--- config.mk ---
export PLATFORM = sky130hd
export DESIGN_NAME = sine_edged_pulse_oscillator_core
export DESIGN_NICKNAME = d
export VERILOG_FILES = /design/src/rtl/sepo_pkg.sv /design/src/rtl/sepo_div.sv /design/src/rtl/sine_edged_pulse_oscillator_core.sv
export SDC_FILE = /design/constraint.sdc
export NUM_CORES = 2
export LEC_CHECK = 0
export ABC_AREA = 0
export CAP_MARGIN = 20
export CORE_MARGIN = 2
export CORE_UTILIZATION = 60
export CTS_CLUSTER_SIZE = 20
export DETAILED_ROUTE_END_ITERATION = 10
export DONT_BUFFER_PORTS = 1
export GPL_TIMING_DRIVEN = 1
export PLACE_DENSITY = 0.73
export SLEW_MARGIN = 10
export SYNTH_ARGS = -nofsm -noshare
export SYNTH_HDL_FRONTEND = slang
export SYNTH_HIERARCHICAL = 1
export SYNTH_SLANG_ARGS = --single-unit
--- constraint.sdc ---
create_clock -name clk -period 13.2 [get_ports clk]
set_clock_uncertainty 0.1 [all_clocks]
set_input_delay 0 -clock clk [delete_from_list [all_inputs] [get_ports clk]]
set_output_delay 0 -clock clk [all_outputs]
set_load 0.02 [all_outputs]
--- src/rtl/sepo_pkg.sv ---
// Package: shared constants, codes, divider request/response types and sine table functions for the oscillator.
package sepo_pkg;

  localparam int SINE_TABLE_DEPTH = 1024;
  localparam int POS_FRAC_BITS    = 14;
  localparam int IDX_W            = $clog2(SINE_TABLE_DEPTH);
  localparam int POS_W            = 32;
  localparam int DIV_NUM_W        = (POS_W + IDX_W > 26 + POS_FRAC_BITS) ?
                                    (POS_W + IDX_W) : (26 + POS_FRAC_BITS);
  localparam int DIV_DEN_W        = 33;
  localparam int DIV_Q_W          = DIV_NUM_W;

  localparam logic [IDX_W-1:0] OFS_POS = IDX_W'((3 * SINE_TABLE_DEPTH) / 4);
  localparam logic [IDX_W-1:0] OFS_NEG = IDX_W'(SINE_TABLE_DEPTH / 4);

  localparam logic [1:0] SEG_HUMP_P = 2'd0;
  localparam logic [1:0] SEG_GAP_1  = 2'd1;
  localparam logic [1:0] SEG_HUMP_N = 2'd2;
  localparam logic [1:0] SEG_GAP_2  = 2'd3;

  localparam logic CFG_SAMPLE_RATE = 1'b0;
  localparam logic CFG_AMPLITUDE   = 1'b1;

  typedef struct packed {
    logic                 start;
    logic [DIV_NUM_W-1:0] num;
    logic [DIV_DEN_W-1:0] den;
  } div_req_t;

  typedef struct packed {
    logic               done;
    logic [DIV_Q_W-1:0] quo;
  } div_rsp_t;

  localparam logic [63:0] HALF_PI_Q30 = 64'd1686629713;

  function automatic logic [63:0] quarter_sine(input logic [63:0] u);
    logic [63:0] x, x2, term;
    logic signed [63:0] sum;
    x    = (u * HALF_PI_Q30) >> 30;
    x2   = (x * x) >> 30;
    term = x;
    sum  = $signed(x);
    for (int n = 1; n <= 12; n++) begin
      term = ((term * x2) >> 30) / 64'((2 * n) * (2 * n + 1));
      if (n % 2 == 1) sum = sum - $signed(term);
      else sum = sum + $signed(term);
    end
    if (sum < 0) sum = 0;
    return sum;
  endfunction

  // Q15 magnitude of quarter-wave point j, where j = DEPTH/4 is the crest; elaboration only
  function automatic logic [15:0] quarter_entry(input int j);
    logic [63:0] v;
    v = (quarter_sine(64'(j) << (32 - IDX_W)) + 64'd16384) >> 15;
    return v[15:0];
  endfunction

endpackage

--- src/rtl/sepo_div.sv ---
// Restoring divider, one quotient bit per cycle while busy, full-width quotient.
module sepo_div (
  input  logic              clk,
  input  logic              rst_n,
  input  sepo_pkg::div_req_t req,
  output sepo_pkg::div_rsp_t rsp
);
  localparam int CW = $clog2(sepo_pkg::DIV_NUM_W + 1);

  logic                           busy_r, busy_nxt;
  logic [CW-1:0]                  cnt_r, cnt_nxt;
  logic [sepo_pkg::DIV_NUM_W-1:0] num_r, num_nxt;
  logic [sepo_pkg::DIV_DEN_W:0]   rem_r, rem_nxt;
  logic [sepo_pkg::DIV_DEN_W-1:0] den_r, den_nxt;
  logic [sepo_pkg::DIV_NUM_W-1:0] quo_r, quo_nxt;
  logic                           done_r, done_nxt;
  logic [sepo_pkg::DIV_DEN_W:0]   trial;

  always_comb begin
    busy_nxt = busy_r;
    cnt_nxt  = cnt_r;
    num_nxt  = num_r;
    rem_nxt  = rem_r;
    den_nxt  = den_r;
    quo_nxt  = quo_r;
    done_nxt = 1'b0;
    trial    = {rem_r[sepo_pkg::DIV_DEN_W-1:0], num_r[sepo_pkg::DIV_NUM_W-1]};
    if (req.start) begin
      busy_nxt = 1'b1;
      cnt_nxt  = CW'(sepo_pkg::DIV_NUM_W);
      num_nxt  = req.num;
      den_nxt  = req.den;
      rem_nxt  = '0;
      quo_nxt  = '0;
    end else if (busy_r) begin
      num_nxt = num_r << 1;
      if (trial >= {1'b0, den_r}) begin
        rem_nxt = trial - {1'b0, den_r};
        quo_nxt = {quo_r[sepo_pkg::DIV_NUM_W-2:0], 1'b1};
      end else begin
        rem_nxt = trial;
        quo_nxt = {quo_r[sepo_pkg::DIV_NUM_W-2:0], 1'b0};
      end
      cnt_nxt = cnt_r - CW'(1);
      if (cnt_r == CW'(1)) begin
        busy_nxt = 1'b0;
        done_nxt = 1'b1;
      end
    end
  end

  always_ff @(posedge clk) begin
    if (!rst_n) begin
      busy_r <= 1'b0;
      done_r <= 1'b0;
      cnt_r  <= '0;
    end else begin
      busy_r <= busy_nxt;
      done_r <= done_nxt;
      cnt_r  <= cnt_nxt;
    end
    num_r <= num_nxt;
    rem_r <= rem_nxt;
    den_r <= den_nxt;
    quo_r <= quo_nxt;
  end

  // callers saturate or take the low bits as they need
  assign rsp.done = done_r;
  assign rsp.quo  = quo_r;
endmodule

--- src/rtl/sine_edged_pulse_oscillator_core.sv ---
// Top level: sequencer, shared divider and segment state of the sine-edged pulse oscillator.
// Sequence: a divider pass each for period and sine length, then on a hump with a nonzero
//   half length a third pass for the hump table index; a gap or zero half length skips it.
// Throughput: one item at a time; the next input beat is taken only after out_ready has
//   accepted the result.
// Reset: synchronous active-low rst_n clears segment, position, sequencer and output
//   valid, and loads sample_rate 48000 and amplitude 32767.
module sine_edged_pulse_oscillator_core (
  input  logic               clk,
  input  logic               rst_n,
  input  logic               cfg_we,
  input  logic               cfg_index,
  input  logic [17:0]        cfg_wdata,
  input  logic               in_valid,
  output logic               in_ready,
  input  logic [23:0]        in_pitch,
  input  logic [23:0]        in_band_freq,
  input  logic [16:0]        in_pulse_width,
  output logic               out_valid,
  input  logic               out_ready,
  output logic signed [15:0] out_sample
);
  localparam logic [3:0] ST_IDLE  = 4'd0;
  localparam logic [3:0] ST_DPER  = 4'd1;
  localparam logic [3:0] ST_WPER  = 4'd2;
  localparam logic [3:0] ST_WSIN  = 4'd3;
  localparam logic [3:0] ST_GAP   = 4'd4;
  localparam logic [3:0] ST_MUL   = 4'd5;
  localparam logic [3:0] ST_WIDX  = 4'd6;
  localparam logic [3:0] ST_LOOK  = 4'd7;
  localparam logic [3:0] ST_AMP   = 4'd8;
  localparam logic [3:0] ST_OUT   = 4'd9;

  localparam int F = sepo_pkg::POS_FRAC_BITS;
  localparam int W = sepo_pkg::POS_W;
  localparam int IW = sepo_pkg::IDX_W;
  localparam int QN = sepo_pkg::SINE_TABLE_DEPTH / 4;
  localparam logic [W-1:0] MAX = {W{1'b1}};
  localparam logic [W:0] INC = (W+1)'(1) << F;
  // crest of the quarter wave, the one point past the stored table
  localparam logic [15:0] QTOP = sepo_pkg::quarter_entry(QN);

  logic [3:0]  st_r, st_nxt;
  logic [17:0] rate_r;
  logic [14:0] amp_r;
  logic [23:0] pitch_r, band_r;
  logic [16:0] pw_r;
  logic [W-1:0] per_r, sin_r, gap_r, gsel_r, pos_r;
  logic [1:0]  seg_r;
  logic [IW-1:0] idx_r;
  logic [16:0] su_r;
  logic signed [15:0] res_r;
  logic        ov_r;

  sepo_pkg::div_req_t dreq;
  sepo_pkg::div_rsp_t drsp;
  sepo_div u_div (.clk(clk), .rst_n(rst_n), .req(dreq), .rsp(drsp));

  logic [W-1:0] dq32;
  logic [W-1:0] half;
  logic [16:0]  pwc;
  logic [48:0]  gprod;
  logic [W:0]   pinc;
  logic [W-1:0] pinc_s;
  logic [W:0]   pgap;
  logic [31:0]  aprod;
  logic hump;
  logic [W+IW-1:0] pscaled;
  logic [15:0]  qtab [QN];
  logic [1:0]   quad;
  logic [IW-2:0] jq;
  logic [15:0]  mag;

  // quarter-wave table, fixed at elaboration; the other quadrants mirror it
  for (genvar j = 0; j < QN; j++) begin : g_qtab
    localparam logic [15:0] QV = sepo_pkg::quarter_entry(j);
    assign qtab[j] = QV;
  end

  assign dq32   = (|drsp.quo[sepo_pkg::DIV_Q_W-1:W]) ? MAX : drsp.quo[W-1:0];
  assign half   = sin_r >> 1;
  assign pwc    = (pw_r > 17'd65536) ? 17'd65536 : pw_r;
  assign hump   = !seg_r[0];
  assign pinc   = {1'b0, pos_r} + INC;
  assign pinc_s = pinc[W] ? MAX : pinc[W-1:0];
  // leaving a gap: position is known to exceed the gap length, so only the top can overflow
  assign pgap   = pinc - {1'b0, gsel_r};
  assign gprod  = 49'(gap_r) * 49'(seg_r[1] ? (17'd65536 - pwc) : pwc);
  assign aprod  = 32'(amp_r) * 32'(su_r);
  assign in_ready = (st_r == ST_IDLE);
  // pos*DEPTH in full; only the quotient modulo DEPTH is kept afterwards
  assign pscaled = {pos_r, IW'(0)};

  // fold the table index onto the quarter wave: odd quadrants run backwards
  assign quad = idx_r[IW-1:IW-2];
  assign jq   = quad[0] ? ((IW-1)'(QN) - {1'b0, idx_r[IW-3:0]}) : {1'b0, idx_r[IW-3:0]};
  assign mag  = jq[IW-2] ? QTOP : qtab[jq[IW-3:0]];

  always_comb begin
    dreq = '0;
    st_nxt = st_r;
    case (st_r)
      ST_IDLE: if (in_valid) st_nxt = ST_DPER;
      ST_DPER: begin
        dreq.start = 1'b1;
        dreq.num = sepo_pkg::DIV_NUM_W'({rate_r, (8 + F)'(0)});
        dreq.den = sepo_pkg::DIV_DEN_W'(pitch_r);
        st_nxt = ST_WPER;
      end
      ST_WPER: if (drsp.done) begin
        dreq.start = 1'b1;
        dreq.num = sepo_pkg::DIV_NUM_W'({rate_r, (8 + F)'(0)});
        dreq.den = sepo_pkg::DIV_DEN_W'(band_r);
        st_nxt = ST_WSIN;
      end
      ST_WSIN: if (drsp.done) st_nxt = ST_GAP;
      ST_GAP:  st_nxt = ST_MUL;
      ST_MUL: begin
        if (hump && half != '0) begin
          // index = pos * DEPTH / half
          dreq.start = 1'b1;
          dreq.num = sepo_pkg::DIV_NUM_W'(pscaled);
          dreq.den = sepo_pkg::DIV_DEN_W'(half);
          st_nxt = ST_WIDX;
        end else st_nxt = ST_LOOK;
      end
      ST_WIDX: if (drsp.done) st_nxt = ST_LOOK;
      ST_LOOK: st_nxt = ST_AMP;
      ST_AMP:  st_nxt = ST_OUT;
      ST_OUT:  if (out_ready) st_nxt = ST_IDLE;
      default: st_nxt = ST_IDLE;
    endcase
  end

  always_ff @(posedge clk) begin
    if (!rst_n) begin
      st_r   <= ST_IDLE;
      rate_r <= 18'd48000;
      amp_r  <= 15'd32767;
      pos_r  <= '0;
      seg_r  <= sepo_pkg::SEG_HUMP_P;
      ov_r   <= 1'b0;
    end else begin
      st_r <= st_nxt;
      if (cfg_we) begin
        if (cfg_index == sepo_pkg::CFG_SAMPLE_RATE) rate_r <= cfg_wdata;
        else amp_r <= cfg_wdata[14:0];
      end
      ov_r <= (st_r == ST_AMP) || (ov_r && !out_ready);
      if (st_r == ST_AMP) begin
        if (hump) begin
          pos_r <= (pinc_s >= half) ? pinc_s - half : pinc_s;
          if (pinc_s >= half) seg_r <= seg_r + 2'd1;
        end else if (pos_r > gsel_r) begin
          pos_r <= pgap[W] ? MAX : pgap[W-1:0];
          seg_r <= seg_r + 2'd1;
        end else pos_r <= pinc_s;
      end
    end
    if (st_r == ST_IDLE) begin
      pitch_r <= in_pitch;
      band_r  <= in_band_freq;
      pw_r    <= in_pulse_width;
    end
    if (st_r == ST_WPER && drsp.done) per_r <= (pitch_r == '0) ? MAX : dq32;
    if (st_r == ST_WSIN && drsp.done)
      sin_r <= ((band_r == '0 ? MAX : dq32) > per_r) ? per_r : (band_r == '0 ? MAX : dq32);
    if (st_r == ST_GAP) gap_r <= per_r - sin_r;
    if (st_r == ST_MUL) gsel_r <= gprod[W+15:16];
    if (st_r == ST_MUL) idx_r <= seg_r[1] ? sepo_pkg::OFS_NEG : sepo_pkg::OFS_POS;
    if (st_r == ST_WIDX && drsp.done) idx_r <= idx_r + drsp.quo[IW-1:0];
    // offset sample for the amplitude multiply: a negative entry or the negative hump
    // subtracts from mid-scale; both together add
    if (st_r == ST_LOOK)
      su_r <= (quad[1] ^ seg_r[1]) ? 17'd32768 - {1'b0, mag} : 17'd32768 + {1'b0, mag};
    if (st_r == ST_AMP) res_r <= '0;
    if (st_r == ST_AMP && hump)
      res_r <= seg_r[1] ? -$signed({1'b0, aprod[30:16]}) : $signed({1'b0, aprod[30:16]});
  end

  assign out_valid  = ov_r && (st_r == ST_OUT);
  assign out_sample = res_r;
endmodule

# [Yosys cells after proc, flatten, opt, wreduce, memory -nomap -nowiden]
# Memory sizes are Yosys's and may differ from the RTL's.
# Cells that the tools add are included.
[classes] n_addsub=13 n_eq_ne=16 bitwise=5 n_mux=44 reduce_logical=25 mul=2 n_lt_le_gt_ge=6
[ops] cell="$mux 32" n=8
[ops] cell="$pmux 76 s3" n=1
[ops] cell="$mux 76" n=2
[ops] cell="$mux 16" n=6
[ops] cell="$mux 42" n=2
[ops] cell="$gt 32x32->1" n=2
[ops] cell="$mul 32x49->48" n=1
[ops] cell="$mux 49" n=1
[ops] cell="$logic_not 24->1" n=2
[ops] cell="$pmux 4 s10" n=1
[ops] cell="$ge 34x33->1" n=1
[ops] cell="$mux 17" n=2
[ops] cell="$add 32x15->33 const B" n=1
[ops] cell="$mux 33" n=1
[ops] cell="$sub 33x32->33" n=1
[ops] cell="$sub 33x33->33" n=1
[ops] cell="$ge 32x31->1" n=1
[ops] cell="$reduce_bool 32->1" n=1
[ops] cell="$sub 32x31->32" n=1
[ops] cell="$sub 32x32->32" n=1
[ops] cell="$mul 15x17->31" n=1
[ops] cell="$mux 10" n=3
[ops] cell="$mux 4" n=5
[ops] cell="$sub 17x17->18 const A" n=1
[ops] cell="other kinds (34)" n=64
[totals] word_cells=137 input_bits=89 register_bits=466 mem_count=1 rom_bits=4096
[mem_list] name="(name not given)" depth=256 width=16 rd=1 rd_ports_with_merged_regs=0 write_ports=0 line_no="sine_edged_pulse_oscillator_core.sv:97" text="assign mag = jq[IW-2] ? QTOP : qtab[jq[IW-3:0]];"

# [Longest topological paths before layout]
[logic_depth] ltp_word=9 ltp_mapped=38 ltp_nobuf=37

# [Modules after synthesis]
# The synthesis kept the hierarchy.
[modules_own_cells] mod="sine_edged_pulse_oscillator_core" seq_area_each_um2=8528.2 n_inst=1 area_per_inst_um2=54403.4 cells_each=6034
[modules_own_cells] mod="sepo_div" seq_area_each_um2=3913.8 n_inst=1 area_per_inst_um2=7915.1 cells_each=745

# [Least setup slack after synthesis]
# No wires, ideal clock.
[synth_timing] path_kind="register to register" startpoint="register pw_r[4]" endpoint="register gsel_r[31] (data pin)" arrival_ps=8907 stages_incl_launch_ff=35 period_less_slack_ps=9267 setup_time_ps=260 path_slack_ps=3933 n_path_buf=1 path_cell_list="edfxtp_1 nor4_1 nand4_1 or2_2 o21ai_1 a21oi_1 o21ai_0 nor2_1 mux2_2 clkbuf_1 nand2_1 fa_1 inv_1 fa_1 inv_1 fa_1 inv_1 fa_1 inv_1 fa_1 inv_1 fa_1 fa_1 fa_1 ha_1 a21o_1 a21oi_1 o21ai_0 or3_1 o211a_1 a31oi_1 a311oi_1 a21o_1 a21oi_1 xnor2_1"
[synth_via] elab_chain_cells=5
[synth_rtl] element="from (decl)" line_no="sine_edged_pulse_oscillator_core.sv:47" text="logic [16:0] pw_r;"
[synth_rtl] element="from (signal assigned)" line_no="sine_edged_pulse_oscillator_core.sv:163" text="pw_r <= in_pulse_width;"
[synth_rtl] element="$gt 17x17->1" line_no="sine_edged_pulse_oscillator_core.sv:82" text="assign pwc = (pw_r > 17'd65536) ? 17'd65536 : pw_r;"
[synth_rtl] element="$mux 17 *" line_no="sine_edged_pulse_oscillator_core.sv:82"
[synth_rtl] element="$sub 17x17->18" line_no="sine_edged_pulse_oscillator_core.sv:88" text="assign gprod = 49'(gap_r) * 49'(seg_r[1] ? (17'd65536 - pwc) : pwc);"
[synth_rtl] element="$mux 49 *" line_no="sine_edged_pulse_oscillator_core.sv:88"
[synth_rtl] element="$mul 32x49->48 *" line_no="sine_edged_pulse_oscillator_core.sv:88"
[synth_rtl] element="via gprod[47]" line_no="sine_edged_pulse_oscillator_core.sv:62" text="logic [48:0] gprod;"
[synth_rtl] element="to (signal assigned)" line_no="sine_edged_pulse_oscillator_core.sv:169" text="if (st_r == ST_MUL) gsel_r <= gprod[W+15:16];"
[synth_rtl] element="to (decl)" line_no="sine_edged_pulse_oscillator_core.sv:48" text="logic [W-1:0] per_r, sin_r, gap_r, gsel_r, pos_r;"
# Mark *: on every way through the listed nets, which the timed path passes. The rest lies on a longest branch.
# A chain may end at the register's enable or synchronous reset.

# [Final worst setup path]
# Same ends and word-level chain as after synthesis.

==> impl_metrics.ini <==
[clocking]
cts.sinks = 466
post_cts_buffers = 0
cts_made_buffers = 55
clk_latency_ns = 0.66
cts_tree = done
path_clk_slew_ns = 0.06
htreeDepth = 2
ctsLongestPathBuffers = 3
cts_resized = 0
clockRootBuffer = clkbuf_16
ctsHoldBuffers = 174

[worst_hold_path]
hold_class = in2reg
hp-start = cfg_wdata[7]
holdPathStages = 3
hold_path_end = amp_r[7]$_SDFFE_PN1P_

[synth]
yosys.area.top_type = fa_1
ys_types = 118
syn-instance-count = 6779
ys_seq_area_share_pct = 20.0
synth_most_common_cell = inv_1
ys_seq_elements = 466
syn_avg_cell_area_um2 = 9.19
synth-edff-count = 311
ys.flop_type = edfxtp_1
synth_area_leaders = fa_1 (26%), edfxtp_1 (15%), ha_1 (9.1%)
yosysTopAreaCellShare_pct = 26.1
syn-cell-area_mm2 = 0.0623
async_flop_share_pct = 0
synth_commonest_cells = inv_1 (928), fa_1 (814), nand2_1 (699)
ys_warn_count = 6

[run_status]
status = finished clean

[route]
drcViolationCount = 0
vias_per_cell = 6.18
dr.pass1.iters = 7
wirelength_um = 184000
routedWlPerCell_um = 22.3
final_antenna_net_count = 0
via_count = 50900
drtIter0Drc = 5395

[layout]
drive_above_1_share_pct = 4.90
area_delta_synth_final_pct = 7.72
fillers = 8404
fin_nets = 8145

[critical_path]
slowest_stage = o22ai_4
criticalPathCategory = reg2reg
cp_slowest_stage_delay_ns = 0.94
path_max_fanout = 32
cp-start-kind = register
required_ns = 13.49
rr_endpoint = gsel_r[31]$_DFFE_PP_
arrival_ns = 11.22
reg2regPathDepth = 33
r2r_start = pw_r[4]$_DFFE_PP_
crit_top_cell = fa_1
r2r_slack_ns = 2.27
cp-end-kind = register

[place]
place.gp.congestion = 1.02
port_buffers = 0
dpl.hpwl_um = 138000

[grt]
groute.usage.overall_pct = 34.7
grt_use_met2_pct = 56.1
grtUsageMet1_pct = 46.8
antenna_found_initial = 11
grt_max_degree = 73
overflow = 0
grt_use_met3_pct = 6.20
grt_pass1_wl_um = 292000
grt.busiest_layer = met2
grt_pass1_vias = 51400

[timing]
drv_slew = 0
fmax_mhz = 91.5
fin_tns_setup_ns = 0
setup_viol = 0
period_minus_slack_ns = 10.93
rsz0062_at_grt = no
worst_slew_pin_slew_ns = 1.17
hold_violations = 0
maxSlewHeadroom_pct = 22.2
fin_crit_sh_pct = 82.8

[run]
drv_cap = 0

[floorplan]
fp.coreArea_mm2 = 0.103
die-area_mm2 = 0.106
io_pins = 107
rows = 118
die_x_um = 326
initial_utilization_pct = 60.4
die_y_um = 326
how the worst max path moves through the flow:
stage                      start                   end  slack, ns
6_report       pw_r[4]$_DFFE_PP_  gsel_r[31]$_DFFE_PP_       2.27
5_1_grt        pw_r[4]$_DFFE_PP_  gsel_r[25]$_DFFE_PP_       1.78
4_1_cts        pw_r[4]$_DFFE_PP_  gsel_r[31]$_DFFE_PP_       2.45
3_5_place_dp   pw_r[4]$_DFFE_PP_  gsel_r[31]$_DFFE_PP_       2.52
3_3_place_gp   pw_r[4]$_DFFE_PP_  gsel_r[31]$_DFFE_PP_       2.56
2_1_floorplan  pw_r[4]$_DFFE_PP_  gsel_r[31]$_DFFE_PP_       3.93
cells by family after synthesis:
family | after synthesis | share of synthesized area (%)
simple gates | 2094 | 16.7
buf+inv | 1302 | 8.12
fa+ha+maj | 1265 | 35.2
compound gates | 1207 | 13.2
flops | 466 | 20.0
xor+xnor | 282 | 4.05
mux | 161 | 2.81
other cells | 2 | 0.0121
routing by layer:
layer	up-vias	share of wire (%)
met5	-	0.032
met4	8	4.4
met3	534	8.7
met2	2451	46
met1	25200	40
li1	22600	-
worst max-delay path: cells and delay by family, from the launching register on:
kind | cells | cell delay, ns
adder cells (fa/ha/maj) | 9 | 4.39
AO/OA/AOI/OAI | 12 | 3.57
AND/OR/NAND/NOR | 6 | 1.82
flip-flops | 1 | 0.45
buffers and inverters | 5 | 0.28
XOR/XNOR | 1 | 0.08
placed cells by master, fill, tap and decap left out, drive strengths merged, types with 41 or more instances in the layout:
| cell | netlist | routed |
|---|---|---|
| a211oi | 71 | 71 |
| a21o | 84 | 84 |
| a21oi | 299 | 299 |
| a31oi | 51 | 51 |
| and2 | 455 | 455 |
| buf | 93 | 69 |
| clkbuf | 275 | 74 |
| conb | 2 | 83 |
| dfxtp | 155 | 155 |
| dlygate4sd3 | 0 | 173 |
| edfxtp | 311 | 311 |
| fa | 814 | 814 |
| ha | 451 | 451 |
| inv | 930 | 936 |
| mux2 | 82 | 82 |
| mux2i | 76 | 76 |
| nand2 | 702 | 702 |
| nand2b | 73 | 73 |
| nand3 | 118 | 118 |
| nand4 | 41 | 41 |
| nor2 | 360 | 360 |
| nor3 | 96 | 96 |
| o211ai | 45 | 45 |
| o21a | 47 | 47 |
| o21ai | 231 | 231 |
| o221ai | 41 | 41 |
| or3 | 77 | 77 |
| xnor2 | 187 | 187 |
| xor2 | 95 | 95 |
area by class of cell:
type	instances	area, um2	share of cell area, %
antenna	10	25.0	0.0373
clock buffer	74	1530	2.28
clock inverter	30	322	0.479
inverter	934	3510	5.22
multi-input combinational	5092	45300	67.5
sequential	466	12400	18.5
tap	1380	1730	2.57
timing repair buffer	242	2270	3.38
sequential cells by signal, indices dropped and copies added, names as in the netlist, 10 cells and up:
register and count:
su_r 17, per_r 32, idx_r 10, pitch_r 24, amp_r 15, out_sample 16, gap_r 32, gsel_r 32
rate_r 18, u_div/num_r 42, u_div/den_r 33, u_div/quo_r 42, band_r 24, pos_r 32, sin_r 32, u_div/rem_r 33
pw_r 17
metrics by stage:
stage	util (%)	cell area, um2	hold slack (ns)	setup WS, ns	instances
detailed placement	61.5	63500	-0.00693	2.52	7940
floorplan	-	62600	-0.00113	3.93	6860
finish	65.0	67100	0.0831	2.27	8228
global placement	61.5	63500	-0.0148	2.56	7937
CTS	65.0	67100	0.0411	2.45	8218
global route	65.0	67100	0.0740	1.78	8224
Power is not shown: default switching activity piles up to over one toggle a cycle in this logic, so the estimate is an artifact.
